===== config.mk =====
export PLATFORM = sky130hd
export DESIGN_NAME = iq_windowed_rms_peak_meter_flat
export DESIGN_NICKNAME = d
export VERILOG_FILES = /design/src/sv/iqm_pkg.sv /design/src/sv/iqm_in_if.sv /design/src/sv/iqm_out_if.sv /design/src/sv/iqm_divider.sv /design/src/sv/iqm_isqrt.sv /design/src/sv/iq_windowed_rms_peak_meter.sv /design/src/flat_wrapper.sv
export VERILOG_INCLUDE_DIRS = /design/src /design/src/sv
export SDC_FILE = /design/constraint.sdc
export NUM_CORES = 2
export LEC_CHECK = 0
export BUFFER_PORTS_ARGS = -buffer_cell sky130_fd_sc_hd__buf_2
export CAP_MARGIN = 25
export CORE_MARGIN = 2
export CORE_UTILIZATION = 35
export CTS_CLUSTER_DIAMETER = 120
export DETAILED_ROUTE_END_ITERATION = 8
export SYNTH_ARGS = -nofsm -noshare
export SYNTH_HDL_FRONTEND = slang
export SYNTH_HIERARCHICAL = 1
export SYNTH_SLANG_ARGS = --single-unit

===== constraint.sdc =====
create_clock -name i_clk -period 8.4 [get_ports i_clk]
set_clock_uncertainty 0.1 [all_clocks]
set_input_delay 0.84 -clock i_clk [delete_from_list [all_inputs] [get_ports i_clk]]
set_output_delay 0.84 -clock i_clk [all_outputs]
set_load 0.02 [all_outputs]

===== src/sv/assert_macros.svh =====
// Assertion macros shared by the level meter RTL.
`ifndef ASSERT_MACROS_SVH
`define ASSERT_MACROS_SVH
`ifndef SYNTHESIS
// Check a property on every rising clock edge outside reset.
`define ASSERT_CLK(label, clk, rst_n, prop, msg) \
    label: assert property (@(posedge clk) disable iff (!rst_n) prop) else $error(msg);
// Check that a condition never holds outside reset.
`define ASSERT_NEVER(label, clk, rst_n, cond, msg) \
    label: assert property (@(posedge clk) disable iff (!rst_n) !(cond)) else $error(msg);
`else
`define ASSERT_CLK(label, clk, rst_n, prop, msg)
`define ASSERT_NEVER(label, clk, rst_n, cond, msg)
`endif
`endif


===== src/sv/iqm_pkg.sv =====
// Package: shared constants and types of the I/Q level meter.
package iqm_pkg;
    localparam int SAMPLE_BITS_DEF = 12;
    localparam int COUNT_BITS_DEF  = 24;

    localparam int RAW_BITS    = 12;
    localparam int WINDOW_BITS = 16;
    localparam int RMS_BITS    = 16;
    localparam int PEAK_BITS   = 12;
    localparam int TOTAL_BITS  = 32;

    localparam int CFG_INDEX_BITS = 1;
    localparam int CFG_DATA_BITS  = 16;

    localparam logic [WINDOW_BITS-1:0] WINDOW_RESET = 16'd500;
    localparam logic [RAW_BITS-1:0]    CENTRE_RESET = 12'd2048;

    // Register indexes of the configuration port.
    localparam logic [CFG_INDEX_BITS-1:0] REG_WINDOW_MS    = 1'b0;
    localparam logic [CFG_INDEX_BITS-1:0] REG_CENTRE_COUNT = 1'b1;

    // Item kinds.
    localparam logic ACT_SAMPLE = 1'b0;
    localparam logic ACT_TICK   = 1'b1;

    // Status of an iterative arithmetic unit.
    typedef struct packed {
        logic busy;
        logic done;
    } t_unit_stat;
endpackage


===== src/sv/iqm_in_if.sv =====
// Interface: input item channel of the I/Q level meter.
interface iqm_in_if import iqm_pkg::*; ();
    logic                valid;
    logic                ready;
    logic                action;
    logic [RAW_BITS-1:0] raw_i;
    logic                i_ok;
    logic [RAW_BITS-1:0] raw_q;
    logic                q_ok;

    modport source (output valid, action, raw_i, i_ok, raw_q, q_ok, input ready);
    modport sink   (input valid, action, raw_i, i_ok, raw_q, q_ok, output ready);
endinterface


===== src/sv/iqm_out_if.sv =====
// Interface: report item channel of the I/Q level meter.
interface iqm_out_if import iqm_pkg::*; ();
    logic                  valid;
    logic                  ready;
    logic [RMS_BITS-1:0]   rms_i_q4;
    logic [PEAK_BITS-1:0]  peak_i;
    logic [RMS_BITS-1:0]   rms_q_q4;
    logic [PEAK_BITS-1:0]  peak_q;
    logic [TOTAL_BITS-1:0] error_total;
    logic [TOTAL_BITS-1:0] rate_hz;

    modport source (output valid, rms_i_q4, peak_i, rms_q_q4, peak_q, error_total, rate_hz,
                    input ready);
    modport sink   (input valid, rms_i_q4, peak_i, rms_q_q4, peak_q, error_total, rate_hz,
                    output ready);
endinterface


===== src/sv/iqm_divider.sv =====
// Module: restoring divider, one quotient bit per cycle.
module iqm_divider import iqm_pkg::*; #(
    parameter int DW = 56,
    parameter int VW = 24
) (
    input  logic          i_clk,
    input  logic          i_rst_n,
    input  logic          i_start,
    input  logic [DW-1:0] i_dividend,
    input  logic [VW-1:0] i_divisor,
    output logic [DW-1:0] o_quotient,
    output t_unit_stat    o_stat
);
    localparam int CW = $clog2(DW + 1);

    logic [DW-1:0] r_quo;
    logic [VW-1:0] r_rem;
    logic [VW-1:0] r_div;
    logic [CW-1:0] r_cnt;
    logic          r_busy;
    logic          r_done;

    logic [VW:0] trial;
    logic [VW:0] diff;
    logic        ge;

    // Bring down the next dividend bit and try the subtract.
    always_comb begin
        trial = {r_rem, r_quo[DW-1]};
        diff  = trial - {1'b0, r_div};
        ge    = trial >= {1'b0, r_div};
    end

    always_ff @(posedge i_clk) begin
        if (!i_rst_n) begin
            r_busy <= 1'b0;
            r_done <= 1'b0;
            r_cnt  <= '0;
        end else begin
            r_done <= 1'b0;
            if (i_start) begin
                r_quo  <= i_dividend;
                r_div  <= i_divisor;
                r_rem  <= '0;
                r_cnt  <= CW'(DW);
                r_busy <= 1'b1;
            end else if (r_busy) begin
                r_quo <= {r_quo[DW-2:0], ge};
                r_rem <= ge ? diff[VW-1:0] : trial[VW-1:0];
                r_cnt <= r_cnt - 1'b1;
                if (r_cnt == CW'(1)) begin
                    r_busy <= 1'b0;
                    r_done <= 1'b1;
                end
            end
        end
    end

    assign o_quotient  = r_quo;
    assign o_stat.busy = r_busy;
    assign o_stat.done = r_done;
endmodule


===== src/sv/iqm_isqrt.sv =====
// Module: integer square root, one result bit per cycle.
module iqm_isqrt import iqm_pkg::*; #(
    parameter int XW = 32
) (
    input  logic             i_clk,
    input  logic             i_rst_n,
    input  logic             i_start,
    input  logic [XW-1:0]    i_radicand,
    output logic [XW/2-1:0]  o_root,
    output t_unit_stat       o_stat
);
    localparam int RW = XW / 2;
    localparam int CW = $clog2(RW + 1);

    logic [XW-1:0] r_x;
    logic [RW:0]   r_rem;
    logic [RW-1:0] r_root;
    logic [CW-1:0] r_cnt;
    logic          r_busy;
    logic          r_done;

    logic [RW+2:0] rem_sh;
    logic [RW+2:0] trial;
    logic [RW+2:0] rem_sub;
    logic          ge;

    // Bring down two radicand bits and try 4*root+1.
    always_comb begin
        rem_sh  = {r_rem, r_x[XW-1:XW-2]};
        trial   = {1'b0, r_root, 2'b01};
        rem_sub = rem_sh - trial;
        ge      = rem_sh >= trial;
    end

    always_ff @(posedge i_clk) begin
        if (!i_rst_n) begin
            r_busy <= 1'b0;
            r_done <= 1'b0;
            r_cnt  <= '0;
        end else begin
            r_done <= 1'b0;
            if (i_start) begin
                r_x    <= i_radicand;
                r_rem  <= '0;
                r_root <= '0;
                r_cnt  <= CW'(RW);
                r_busy <= 1'b1;
            end else if (r_busy) begin
                r_x    <= {r_x[XW-3:0], 2'b00};
                r_rem  <= ge ? rem_sub[RW:0] : rem_sh[RW:0];
                r_root <= {r_root[RW-2:0], ge};
                r_cnt  <= r_cnt - 1'b1;
                if (r_cnt == CW'(1)) begin
                    r_busy <= 1'b0;
                    r_done <= 1'b1;
                end
            end
        end
    end

    assign o_root      = r_root;
    assign o_stat.busy = r_busy;
    assign o_stat.done = r_done;
endmodule


===== src/sv/iq_windowed_rms_peak_meter.sv =====
// Top level: two-channel windowed RMS and peak level meter with sequencer.
// Sample item: accepted, squared, then accumulated before the input is ready again; a tick
// that does not close the window keeps the input ready. Closing tick: three divisions on
// the bit-serial divider (DW = 2*SAMPLE_BITS+COUNT_BITS+8) and two roots on the bit-serial
// square root (RW = SAMPLE_BITS+4), held while the previous report still waits. Reset
// (synchronous, active low) loads window 500 and centre 2048 and clears all sums.
`include "assert_macros.svh"
module iq_windowed_rms_peak_meter import iqm_pkg::*; #(
    parameter int SAMPLE_BITS = SAMPLE_BITS_DEF,
    parameter int COUNT_BITS  = COUNT_BITS_DEF
) (
    input  logic                      i_clk,
    input  logic                      i_rst_n,
    input  logic                      i_cfg_wr_en,
    input  logic [CFG_INDEX_BITS-1:0] i_cfg_index,
    input  logic [CFG_DATA_BITS-1:0]  i_cfg_data,
    iqm_in_if.sink                    i_in,
    iqm_out_if.source                 o_out
);
    localparam int SB = SAMPLE_BITS;
    localparam int CB = COUNT_BITS;
    localparam int SW = 2 * SB + CB;     // sum of squares
    localparam int DW = SW + 8;          // divider dividend and quotient
    localparam int XW = 2 * SB + 8;      // scaled mean square, bounded by the per-sample max
    localparam int RW = XW / 2;          // root
    localparam logic [CB-1:0] CNT_MAX = {CB{1'b1}};

    typedef enum logic [3:0] {
        ST_IDLE,
        ST_SQUARE,
        ST_ACC,
        ST_DIV_I,
        ST_DIV_Q,
        ST_DIV_R,
        ST_ROOT_I,
        ST_ROOT_Q,
        ST_OUT
    } t_state;

    t_state r_state;

    // Configuration.
    logic [WINDOW_BITS-1:0] r_window;
    logic [RAW_BITS-1:0]    r_centre;

    // Window state.
    logic [SW-1:0]          r_sum_i, r_sum_q;
    logic [SB-1:0]          r_peak_i, r_peak_q;
    logic [CB-1:0]          r_cnt_i, r_cnt_q;
    logic [TOTAL_BITS-1:0]  r_fail;
    logic [WINDOW_BITS-1:0] r_ms;

    // Per-item working registers.
    logic [SB-1:0]   r_mag_i, r_mag_q;
    logic            r_ok_i, r_ok_q;
    logic [2*SB-1:0] r_sq_i, r_sq_q;

    // Report working registers.
    logic [XW-1:0] r_scaled_i, r_scaled_q;
    logic [DW-1:0] r_rate_q;
    logic [RW-1:0] r_root_i, r_root_q;
    logic          r_issued;

    // Output register.
    logic                  r_out_valid;
    logic [RMS_BITS-1:0]   r_out_rms_i, r_out_rms_q;
    logic [PEAK_BITS-1:0]  r_out_peak_i, r_out_peak_q;
    logic [TOTAL_BITS-1:0] r_out_error, r_out_rate;

    // Shared units.
    logic          div_start, sq_start;
    logic [DW-1:0] div_dividend, div_quotient;
    logic [CB-1:0] div_divisor;
    logic [XW-1:0] sq_radicand;
    logic [RW-1:0] sq_root;
    t_unit_stat    div_stat, sq_stat;

    logic in_fire, out_fire, out_load;
    logic [SB-1:0] samp_i, samp_q, centre;
    logic [SB-1:0] mag_i, mag_q;
    logic [WINDOW_BITS-1:0] n_ms, limit;
    logic [CB+9:0] cnt_x1000;

    // Sequencer phases and window status watched by the checks below.
    logic div_phase, root_phase, peak_lone, report_ok;

    // Reduce a 12-bit reading to SAMPLE_BITS, as the ADC mask does.
    function automatic logic [SB-1:0] to_sample(input logic [RAW_BITS-1:0] raw);
        logic [15:0] wide;
        wide = {4'd0, raw};
        return wide[SB-1:0];
    endfunction

    function automatic logic [SB-1:0] abs_diff(input logic [SB-1:0] a, input logic [SB-1:0] b);
        return (a >= b) ? (a - b) : (b - a);
    endfunction

    function automatic logic [RMS_BITS-1:0] rms_out(input logic [RW-1:0] root,
                                                    input logic [CB-1:0] cnt);
        logic [31:0] wide;
        wide = 32'(root);
        if (cnt == '0) begin
            return '0;
        end
        return (wide > 32'hFFFF) ? 16'hFFFF : wide[15:0];
    endfunction

    function automatic logic [PEAK_BITS-1:0] peak_out(input logic [SB-1:0] peak);
        logic [31:0] wide;
        wide = 32'(peak);
        return (wide > 32'hFFF) ? 12'hFFF : wide[11:0];
    endfunction

    assign in_fire  = i_in.valid && i_in.ready;
    assign out_fire = r_out_valid && o_out.ready;
    // Load the report once the output register is free or being emptied.
    assign out_load = (r_state == ST_OUT) && (!r_out_valid || out_fire);

    always_comb begin
        samp_i = to_sample(i_in.raw_i);
        samp_q = to_sample(i_in.raw_q);
        centre = to_sample(r_centre);
        mag_i  = abs_diff(samp_i, centre);
        mag_q  = abs_diff(samp_q, centre);
        // Saturate the elapsed count; a zero window acts as one tick.
        n_ms   = (r_ms == 16'hFFFF) ? r_ms : r_ms + 1'b1;
        limit  = (r_window == '0) ? 16'd1 : r_window;
        // count * 1000 as 1024 - 16 - 8.
        cnt_x1000 = {r_cnt_i, 10'd0} - {4'd0, r_cnt_i, 6'd0} + {4'd0, r_cnt_i, 6'd0}
                  - {6'd0, r_cnt_i, 4'd0} - {7'd0, r_cnt_i, 3'd0};
    end

    // Route operands to the shared units by sequencer state.
    always_comb begin
        div_dividend = '0;
        div_divisor  = '0;
        sq_radicand  = '0;
        div_start    = 1'b0;
        sq_start     = 1'b0;
        case (r_state)
            ST_DIV_I: begin
                div_dividend = {r_sum_i, 8'd0};
                div_divisor  = r_cnt_i;
                div_start    = !r_issued;
            end
            ST_DIV_Q: begin
                div_dividend = {r_sum_q, 8'd0};
                div_divisor  = r_cnt_q;
                div_start    = !r_issued;
            end
            ST_DIV_R: begin
                div_dividend = DW'(cnt_x1000);
                div_divisor  = CB'(r_ms);
                div_start    = !r_issued;
            end
            ST_ROOT_I: begin
                sq_radicand = r_scaled_i;
                sq_start    = !r_issued;
            end
            ST_ROOT_Q: begin
                sq_radicand = r_scaled_q;
                sq_start    = !r_issued;
            end
            default: begin
            end
        endcase
    end

    iqm_divider #(.DW(DW), .VW(CB)) u_div (
        .i_clk      (i_clk),
        .i_rst_n    (i_rst_n),
        .i_start    (div_start),
        .i_dividend (div_dividend),
        .i_divisor  (div_divisor),
        .o_quotient (div_quotient),
        .o_stat     (div_stat)
    );

    iqm_isqrt #(.XW(XW)) u_sqrt (
        .i_clk      (i_clk),
        .i_rst_n    (i_rst_n),
        .i_start    (sq_start),
        .i_radicand (sq_radicand),
        .o_root     (sq_root),
        .o_stat     (sq_stat)
    );

    always_ff @(posedge i_clk) begin
        if (!i_rst_n) begin
            r_state     <= ST_IDLE;
            r_window    <= WINDOW_RESET;
            r_centre    <= CENTRE_RESET;
            r_sum_i     <= '0;
            r_sum_q     <= '0;
            r_peak_i    <= '0;
            r_peak_q    <= '0;
            r_cnt_i     <= '0;
            r_cnt_q     <= '0;
            r_fail      <= '0;
            r_ms        <= '0;
            r_issued    <= 1'b0;
            r_out_valid <= 1'b0;
        end else begin
            // The user must send configuration writes only while idle; the block does not enforce this.
            if (i_cfg_wr_en) begin
                case (i_cfg_index)
                    REG_WINDOW_MS:    r_window <= i_cfg_data;
                    REG_CENTRE_COUNT: r_centre <= i_cfg_data[RAW_BITS-1:0];
                    default: begin
                    end
                endcase
            end

            // Drop valid once taken, unless a new report loads in the same cycle.
            if (out_fire && !out_load) begin
                r_out_valid <= 1'b0;
            end

            if (div_start || sq_start) begin
                r_issued <= 1'b1;
            end

            case (r_state)
                ST_IDLE: begin
                    if (in_fire) begin
                        if (i_in.action == ACT_TICK) begin
                            r_ms <= n_ms;
                            if (n_ms >= limit) begin
                                r_state <= ST_DIV_I;
                            end
                        end else begin
                            // Latch magnitudes; count failed readings now.
                            r_mag_i <= mag_i;
                            r_mag_q <= mag_q;
                            r_ok_i  <= i_in.i_ok;
                            r_ok_q  <= i_in.q_ok;
                            r_fail  <= r_fail + {31'd0, ~i_in.i_ok} + {31'd0, ~i_in.q_ok};
                            r_state <= ST_SQUARE;
                        end
                    end
                end
                ST_SQUARE: begin
                    r_sq_i  <= r_mag_i * r_mag_i;
                    r_sq_q  <= r_mag_q * r_mag_q;
                    r_state <= ST_ACC;
                end
                ST_ACC: begin
                    // Drop failed readings and readings of a channel whose count is saturated.
                    if (r_ok_i && (r_cnt_i != CNT_MAX)) begin
                        r_sum_i <= r_sum_i + SW'(r_sq_i);
                        r_cnt_i <= r_cnt_i + 1'b1;
                        if (r_mag_i > r_peak_i) begin
                            r_peak_i <= r_mag_i;
                        end
                    end
                    if (r_ok_q && (r_cnt_q != CNT_MAX)) begin
                        r_sum_q <= r_sum_q + SW'(r_sq_q);
                        r_cnt_q <= r_cnt_q + 1'b1;
                        if (r_mag_q > r_peak_q) begin
                            r_peak_q <= r_mag_q;
                        end
                    end
                    r_state <= ST_IDLE;
                end
                ST_DIV_I: begin
                    if (div_stat.done) begin
                        r_scaled_i <= div_quotient[XW-1:0];
                        r_issued   <= 1'b0;
                        r_state    <= ST_DIV_Q;
                    end
                end
                ST_DIV_Q: begin
                    if (div_stat.done) begin
                        r_scaled_q <= div_quotient[XW-1:0];
                        r_issued   <= 1'b0;
                        r_state    <= ST_DIV_R;
                    end
                end
                ST_DIV_R: begin
                    if (div_stat.done) begin
                        r_rate_q <= div_quotient;
                        r_issued <= 1'b0;
                        r_state  <= ST_ROOT_I;
                    end
                end
                ST_ROOT_I: begin
                    if (sq_stat.done) begin
                        r_root_i <= sq_root;
                        r_issued <= 1'b0;
                        r_state  <= ST_ROOT_Q;
                    end
                end
                ST_ROOT_Q: begin
                    if (sq_stat.done) begin
                        r_root_q <= sq_root;
                        r_issued <= 1'b0;
                        r_state  <= ST_OUT;
                    end
                end
                ST_OUT: begin
                    // Hold until the output register frees, then load and clear the window.
                    if (out_load) begin
                        r_out_valid  <= 1'b1;
                        r_out_rms_i  <= rms_out(r_root_i, r_cnt_i);
                        r_out_rms_q  <= rms_out(r_root_q, r_cnt_q);
                        r_out_peak_i <= peak_out(r_peak_i);
                        r_out_peak_q <= peak_out(r_peak_q);
                        r_out_error  <= r_fail;
                        r_out_rate   <= (r_rate_q > DW'(33'h0_FFFF_FFFF)) ? 32'hFFFF_FFFF
                                                                        : r_rate_q[31:0];
                        r_sum_i  <= '0;
                        r_sum_q  <= '0;
                        r_peak_i <= '0;
                        r_peak_q <= '0;
                        r_cnt_i  <= '0;
                        r_cnt_q  <= '0;
                        r_ms     <= '0;
                        r_state  <= ST_IDLE;
                    end
                end
                default: begin
                    r_state <= ST_IDLE;
                end
            endcase
        end
    end

    assign i_in.ready        = (r_state == ST_IDLE);
    assign o_out.valid       = r_out_valid;
    assign o_out.rms_i_q4    = r_out_rms_i;
    assign o_out.peak_i      = r_out_peak_i;
    assign o_out.rms_q_q4    = r_out_rms_q;
    assign o_out.peak_q      = r_out_peak_q;
    assign o_out.error_total = r_out_error;
    assign o_out.rate_hz     = r_out_rate;

    assign div_phase  = (r_state == ST_DIV_I) || (r_state == ST_DIV_Q) || (r_state == ST_DIV_R);
    assign root_phase = (r_state == ST_ROOT_I) || (r_state == ST_ROOT_Q);
    assign peak_lone  = (r_peak_i != '0) && (r_cnt_i == '0);
    assign report_ok  = r_out_valid && (r_ms == '0) && (r_cnt_i == '0) && (r_cnt_q == '0);

    `ASSERT_CLK(a_div_done_owned, i_clk, i_rst_n, div_stat.done |-> div_phase, "stray div done")
    `ASSERT_CLK(a_sqrt_done_owned, i_clk, i_rst_n, sq_stat.done |-> root_phase, "stray root done")
    `ASSERT_NEVER(a_units_overlap, i_clk, i_rst_n, div_stat.busy && sq_stat.busy, "units overlap")
    `ASSERT_NEVER(a_peak_without_count, i_clk, i_rst_n, peak_lone, "peak set in empty window")
    `ASSERT_CLK(a_report_clears, i_clk, i_rst_n, out_load |=> report_ok, "window left open")
endmodule

===== src/flat_wrapper.sv =====
// flat-port wrapper written by rule: the top's interface ports become plain ports
module iq_windowed_rms_peak_meter_flat import iqm_pkg::*;
#(
    parameter int SAMPLE_BITS = SAMPLE_BITS_DEF,
    parameter int COUNT_BITS  = COUNT_BITS_DEF
)
  (i_clk, i_rst_n, i_cfg_wr_en, i_cfg_index, i_cfg_data, i_in_valid, i_in_action, i_in_raw_i, i_in_i_ok, i_in_raw_q, i_in_q_ok, i_in_ready, o_out_valid, o_out_rms_i_q4, o_out_peak_i, o_out_rms_q_q4, o_out_peak_q, o_out_error_total, o_out_rate_hz, o_out_ready);
  iqm_in_if i_in_i ();
  iqm_out_if o_out_i ();
  input  logic i_clk;
  input  logic i_rst_n;
  input  logic i_cfg_wr_en;
  input  logic [CFG_INDEX_BITS-1:0] i_cfg_index;
  input  logic [CFG_DATA_BITS-1:0] i_cfg_data;
  input wire logic [$bits(i_in_i.valid)-1:0] i_in_valid;
  input wire logic [$bits(i_in_i.action)-1:0] i_in_action;
  input wire logic [$bits(i_in_i.raw_i)-1:0] i_in_raw_i;
  input wire logic [$bits(i_in_i.i_ok)-1:0] i_in_i_ok;
  input wire logic [$bits(i_in_i.raw_q)-1:0] i_in_raw_q;
  input wire logic [$bits(i_in_i.q_ok)-1:0] i_in_q_ok;
  output wire logic [$bits(i_in_i.ready)-1:0] i_in_ready;
  output wire logic [$bits(o_out_i.valid)-1:0] o_out_valid;
  output wire logic [$bits(o_out_i.rms_i_q4)-1:0] o_out_rms_i_q4;
  output wire logic [$bits(o_out_i.peak_i)-1:0] o_out_peak_i;
  output wire logic [$bits(o_out_i.rms_q_q4)-1:0] o_out_rms_q_q4;
  output wire logic [$bits(o_out_i.peak_q)-1:0] o_out_peak_q;
  output wire logic [$bits(o_out_i.error_total)-1:0] o_out_error_total;
  output wire logic [$bits(o_out_i.rate_hz)-1:0] o_out_rate_hz;
  input wire logic [$bits(o_out_i.ready)-1:0] o_out_ready;
  assign i_in_i.valid = i_in_valid;
  assign i_in_i.action = i_in_action;
  assign i_in_i.raw_i = i_in_raw_i;
  assign i_in_i.i_ok = i_in_i_ok;
  assign i_in_i.raw_q = i_in_raw_q;
  assign i_in_i.q_ok = i_in_q_ok;
  assign i_in_ready = i_in_i.ready;
  assign o_out_valid = o_out_i.valid;
  assign o_out_rms_i_q4 = o_out_i.rms_i_q4;
  assign o_out_peak_i = o_out_i.peak_i;
  assign o_out_rms_q_q4 = o_out_i.rms_q_q4;
  assign o_out_peak_q = o_out_i.peak_q;
  assign o_out_error_total = o_out_i.error_total;
  assign o_out_rate_hz = o_out_i.rate_hz;
  assign o_out_i.ready = o_out_ready;
  iq_windowed_rms_peak_meter #(.SAMPLE_BITS(SAMPLE_BITS), .COUNT_BITS(COUNT_BITS)) u_core (.i_clk(i_clk), .i_rst_n(i_rst_n), .i_cfg_wr_en(i_cfg_wr_en), .i_cfg_index(i_cfg_index), .i_cfg_data(i_cfg_data), .i_in(i_in_i), .o_out(o_out_i));
endmodule

== Yosys cells after proc, flatten, opt, wreduce, memory -nomap -nowiden ==
Cells that the tools add are included.
W data, S select, Z words.

* Bits in registers: 780
* Input bits: 49
* Word-level logic and storage cells: 231

* $add $sub $neg: 19
* Multipliers: 2
* $lt $le $gt $ge: 8
* Equality and inequality tests: 26
* Muxes and demuxes: 80
* Bitwise logic cells: 7
* Reduce and logical (&&, ||, !) cells: 45

{| class="wikitable"
|+ Operator list
! cell !! number
|-
| $pmux W48 S2 || 2
|-
| $pmux W56 S3 || 1
|-
| $mux W16 || 10
|-
| $mux W48 || 3
|-
| $mux W24 || 5
|-
| $mux W56 || 2
|-
| $add A48 B24 Y48 || 2
|-
| $pmux W24 S2 || 2
|-
| $mux W12 || 7
|-
| $pmux W24 S3 || 1
|-
| $add A32 B1 Y32 || 2
|-
| $mux W32 || 2
|-
| $pmux W32 S2 || 1
|-
| $gt A56 B32 Y1 const B || 1
|-
| $add A24 B1 Y24 const B || 2
|-
| $logic_not A24 Y1 || 2
|-
| $mul A12 B12 Y24 || 2
|-
| $ne A24 B24 Y1 const B || 2
|-
| $pmux W12 S2 || 2
|-
| $sub A12 B12 Y12 || 4
|-
| $mux W4 || 9
|-
| $add A34 B30 Y34 || 1
|-
| $mux W17 || 2
|-
| $sub A34 B27 Y34 || 1
|-
| other kinds (41) || 119
|}

== Longest topological paths before layout ==
* Depth after elaboration: 8
* Depth in mapped cells: 23
* Mapped depth without buffers: 22

== By module ==
The synthesis kept the hierarchy.

{| class="wikitable"
|+ By module, submodules not included
! module !! times used !! cells an instance !! area an instance (um^2)
|-
| iq_windowed_rms_peak_meter || 1 || 3972 || 39474.1
|-
| iqm_divider || 1 || 498 || 6098.3
|-
| iqm_isqrt || 1 || 340 || 3915.0
|}

== Least setup slack after synthesis ==
Ideal clock, no wire load.

* Path type: in2reg
* From: input port i_rst_n
* To: register u_core.r_out_error[0], in the netlist u_core/o_out.error_total[0], enable pin
* Library setup time: 601 ps
* Data arrival time: 6722 ps
* Data required time: 7699 ps
* Setup slack: 977 ps
* Stages on the path: 6
* Path buffers: 4
* Path through: clkbuf_1 > inv_1 > clkbuf_1 > clkbuf_1 > clkbuf_1 > nor2_1

* Word-level cells in the longest chain between the ends: 1

{| class="wikitable"
|+ Ends and longest elaborated chain
! what !! RTL line !! RTL
|-
| start: declaration || flat_wrapper.sv:11 || <nowiki>input logic i_rst_n;</nowiki>
|-
| $reduce_and A3 Y1 (no source line) || - ||
|-
| end signal: assignment || iq_windowed_rms_peak_meter.sv:308 || <nowiki>r_out_error <= r_fail;</nowiki>
|-
| end: declaration || iq_windowed_rms_peak_meter.sv:68 || <nowiki>logic [TOTAL_BITS-1:0] r_out_error, r_out_rate;</nowiki>
|}

Every way passes these cells.
A chain may end at the register's enable or synchronous reset.

== Worst setup path in the final report ==
* From: register u_core.r_mag_i[3]
* To: register u_core.r_sq_i[23] (data pin)

* Word-level cells in the longest chain between the ends: 1

{| class="wikitable"
|+ Ends and longest elaborated chain
! what !! RTL line !! RTL
|-
| start: declaration || iq_windowed_rms_peak_meter.sv:54 || <nowiki>logic [SB-1:0] r_mag_i, r_mag_q;</nowiki>
|-
| start signal: assignment || iq_windowed_rms_peak_meter.sv:233 || <nowiki>r_mag_i <= mag_i;</nowiki>
|-
| $mul A12 B12 Y24 || iq_windowed_rms_peak_meter.sv:243 || <nowiki>r_sq_i <= r_mag_i * r_mag_i;</nowiki>
|-
| end signal: assignment || iq_windowed_rms_peak_meter.sv:243 ||
|-
| end: declaration || iq_windowed_rms_peak_meter.sv:56 || <nowiki>logic [2*SB-1:0] r_sq_i, r_sq_q;</nowiki>
|}

Every way passes these cells.

==> impl_metrics.tcl <==
set metrics [dict create \
    outcome "complete, no violations" \
    cts_tree "yes" \
    cts_buffer_depth 3 \
    start_util_pct 35.37 \
    fp.dieW_um 380.0 \
    period_minus_slack_ns 6.386 \
    grt_pass1_wl_um 193600 \
    met3_usage_pct 1.896 \
    antenna_found_initial 1 \
    grt_pass1_vias 34872 \
    cp.arrival_ns 6.71 \
    gp_congestion 0.8766 \
    use_met2_pct 27.60 \
    critical_path_depth 21 \
    cts_htree_levels 3 \
    cts_root_buf "clkbuf_16" \
    worstSetupPathType "reg -> reg" \
    ctsHoldBuffers 0 \
    layout.cells.most_common_list "inv_1 (558), edfxtp_1 (513), ha_1 (342), nand2_1 (336), nor2_1 (328)" \
    overflow 0 \
    hp-class "in -> reg" \
    path_cells "nand2_1 > inv_1 > fa_1 > fa_1 > inv_1 > fa_1 > inv_1 > fa_1 > inv_1 > fa_1 > inv_1 > ha_1 > nand2_1 > inv_1 > nor4_1 > o31ai_1 > nor4_1 > nor3_1 > a211oi_1 > a21oi_1 > xnor2_1" \
    p_leak_nw 21.94 \
    peakVddDrop_mv 0.2749 \
    yosysWarnings 6 \
    hold_violations 0 \
    max_cap_viol_count 0 \
    syn2layout_area_growth_pct 11.68 \
    drt_first_pass_iters 5 \
    max_stage_delay_ns 0.67 \
    critPathLaunchType "flip-flop" \
    critPathMaxFanout 14 \
    post_cts_buffers 0 \
    fillers 13692 \
    fp.coreArea_um2 139900 \
    cts.sinks 778 \
    io_pins 171 \
    dieArea_um2 144400 \
    final_common_cell "inv_1" \
    die_h_um 380.0 \
    total_power_mw 15.57 \
    crit_buf_inv 6 \
    slew_headroom_pct 25.63 \
    fin_setup_tns_ns 0 \
    rows 137 \
    clk_pin_slew_ns 0.06 \
    io_buffers 170 \
    final_nets 5539 \
    synth_cells 4808 \
    detailed_place_hpwl_um 89710 \
    viasPerCell 5.031 \
    crit_family "adder cells" \
    power_density_nw_per_um2 281.7 \
    place_inst 6702 \
    ant_nets 0 \
    grt_max_degree 109 \
    drive_gt1_share_pct 10.56 \
    grt_use_met1_pct 22.42 \
    vias 34546 \
    rsz0062_at_grt "false" \
    worstSetupEndpointType "flip-flop" \
    syn_area_per_cell_um2 10.29 \
    required_ns 8.73 \
    busiest_layer "met2" \
    path_common_cell "inv_1" \
    route.detailed.drc 0 \
    syn_area_um2 49470 \
    slew_violations 0 \
    setup_violations 0 \
    fmax_mhz 156.6 \
    min_period_over_period_pct 76.02 \
    worst_slew_pin_slew_ns 1.100 \
    numCtsBuffers 87 \
    multiInputGateArea_um2 25980 \
    whs_path_depth 3 \
    holdWs_ns 0.2977 \
    drt_iter0_drc 2288 \
    wl_per_cell_um 17.46 \
    diodes 0 \
    clk_latency_ns 0.71 \
    fin_cells 6866 \
    critical-path-slowest-cell "edfxtp_1" \
    totalWireLength_um 119900 \
    final-seq-area_um2 20710 \
    cts_resized 0 \
    grt_use_total_pct 16.59 \
    worst_r2r_path_depth 21 \
]
==> flip-flops by register name (all words and copies together), names as in the netlist, 24 cells and up <==
signal                    count
u_core/u_div/r_div           24
u_core/r_sum_q               48
u_core/r_cnt_i               24
u_core/o_out.error_total     32
u_core/r_fail                32
u_core/u_div/o_quotient      56
u_core/r_sum_i               48
u_core/r_scaled_i            32
u_core/r_rate_q              56
u_core/r_scaled_q            32
u_core/o_out.rate_hz         32
u_core/r_cnt_q               24
u_core/u_div/r_rem           24
u_core/u_sqrt/r_x            32
==> report_power, final <==
group | switching, mW | total [mW] | internal [mW]
registers | 0.294 | 5.01 | 4.72
clock network | 1.68 | 3.80 | 2.12
logic | 3.83 | 6.75 | 2.92
total | 5.80 | 15.6 | 9.76
==> per-layer routing <==
metal / up-vias / part of all wire [%] / wire length, µm
met5: - / 0.0058 / 7
met4: 2 / 2.9 / 3472
met3: 155 / 3.8 / 4587
met2: 665 / 47 / 56530
met1: 16779 / 46 / 55310
li1: 16945 / - / -
==> worst reg2reg max path, delay by kind of cell (launching register included) <==
kind,cells,cell delay (ns)
adders and majority gates,6,2.89
and+or+nand+nor,5,1.25
AOI/OAI and AO/OA,3,0.70
DFF,1,0.67
buffers and inverters,6,0.36
xor gates and xnor gates,1,0.15
==> path summary, 6_finish.rpt <==
path	startpoint	end	slack [ns]
worst max-delay path	u_core/r_mag_i[3]$_DFFE_PP_	u_core/r_sq_i[23]$_DFFE_PP_	2.01
worst min-delay path	i_cfg_data[14]	u_core/r_window[14]$_SDFFE_PN0P_	0.30
worst max register to register	u_core/r_mag_i[3]$_DFFE_PP_	u_core/r_sq_i[23]$_DFFE_PP_	2.01
worst min register to register	u_core/r_fail[4]$_SDFFE_PN0P_	u_core/o_out.error_total[4]$_DFFE_PP_	0.33
==> stage by stage <==
stage / cell area, µm² / utilization, % / setup WS (ns)
global route: 55250 / 39.50 / 1.524
floorplan: 49480 / - / 0.9775
CTS: 55250 / 39.50 / 2.021
finish: 55250 / 39.50 / 2.014
detailed placement: 52340 / 37.42 / 2.022
global placement: 52310 / 37.40 / 2.111
==> final cells by class <==
cell class	count	share of cell area (%)
Multi-Input combinational cell	3279	47.03
Sequential cell	778	37.49
Clock buffer	111	4.248
Tap cell	1876	4.248
Inverter	560	3.809
Timing Repair Buffer	209	2.151
Clock inverter	53	1.026
Note: power is estimated with default switching activity, not from simulation.
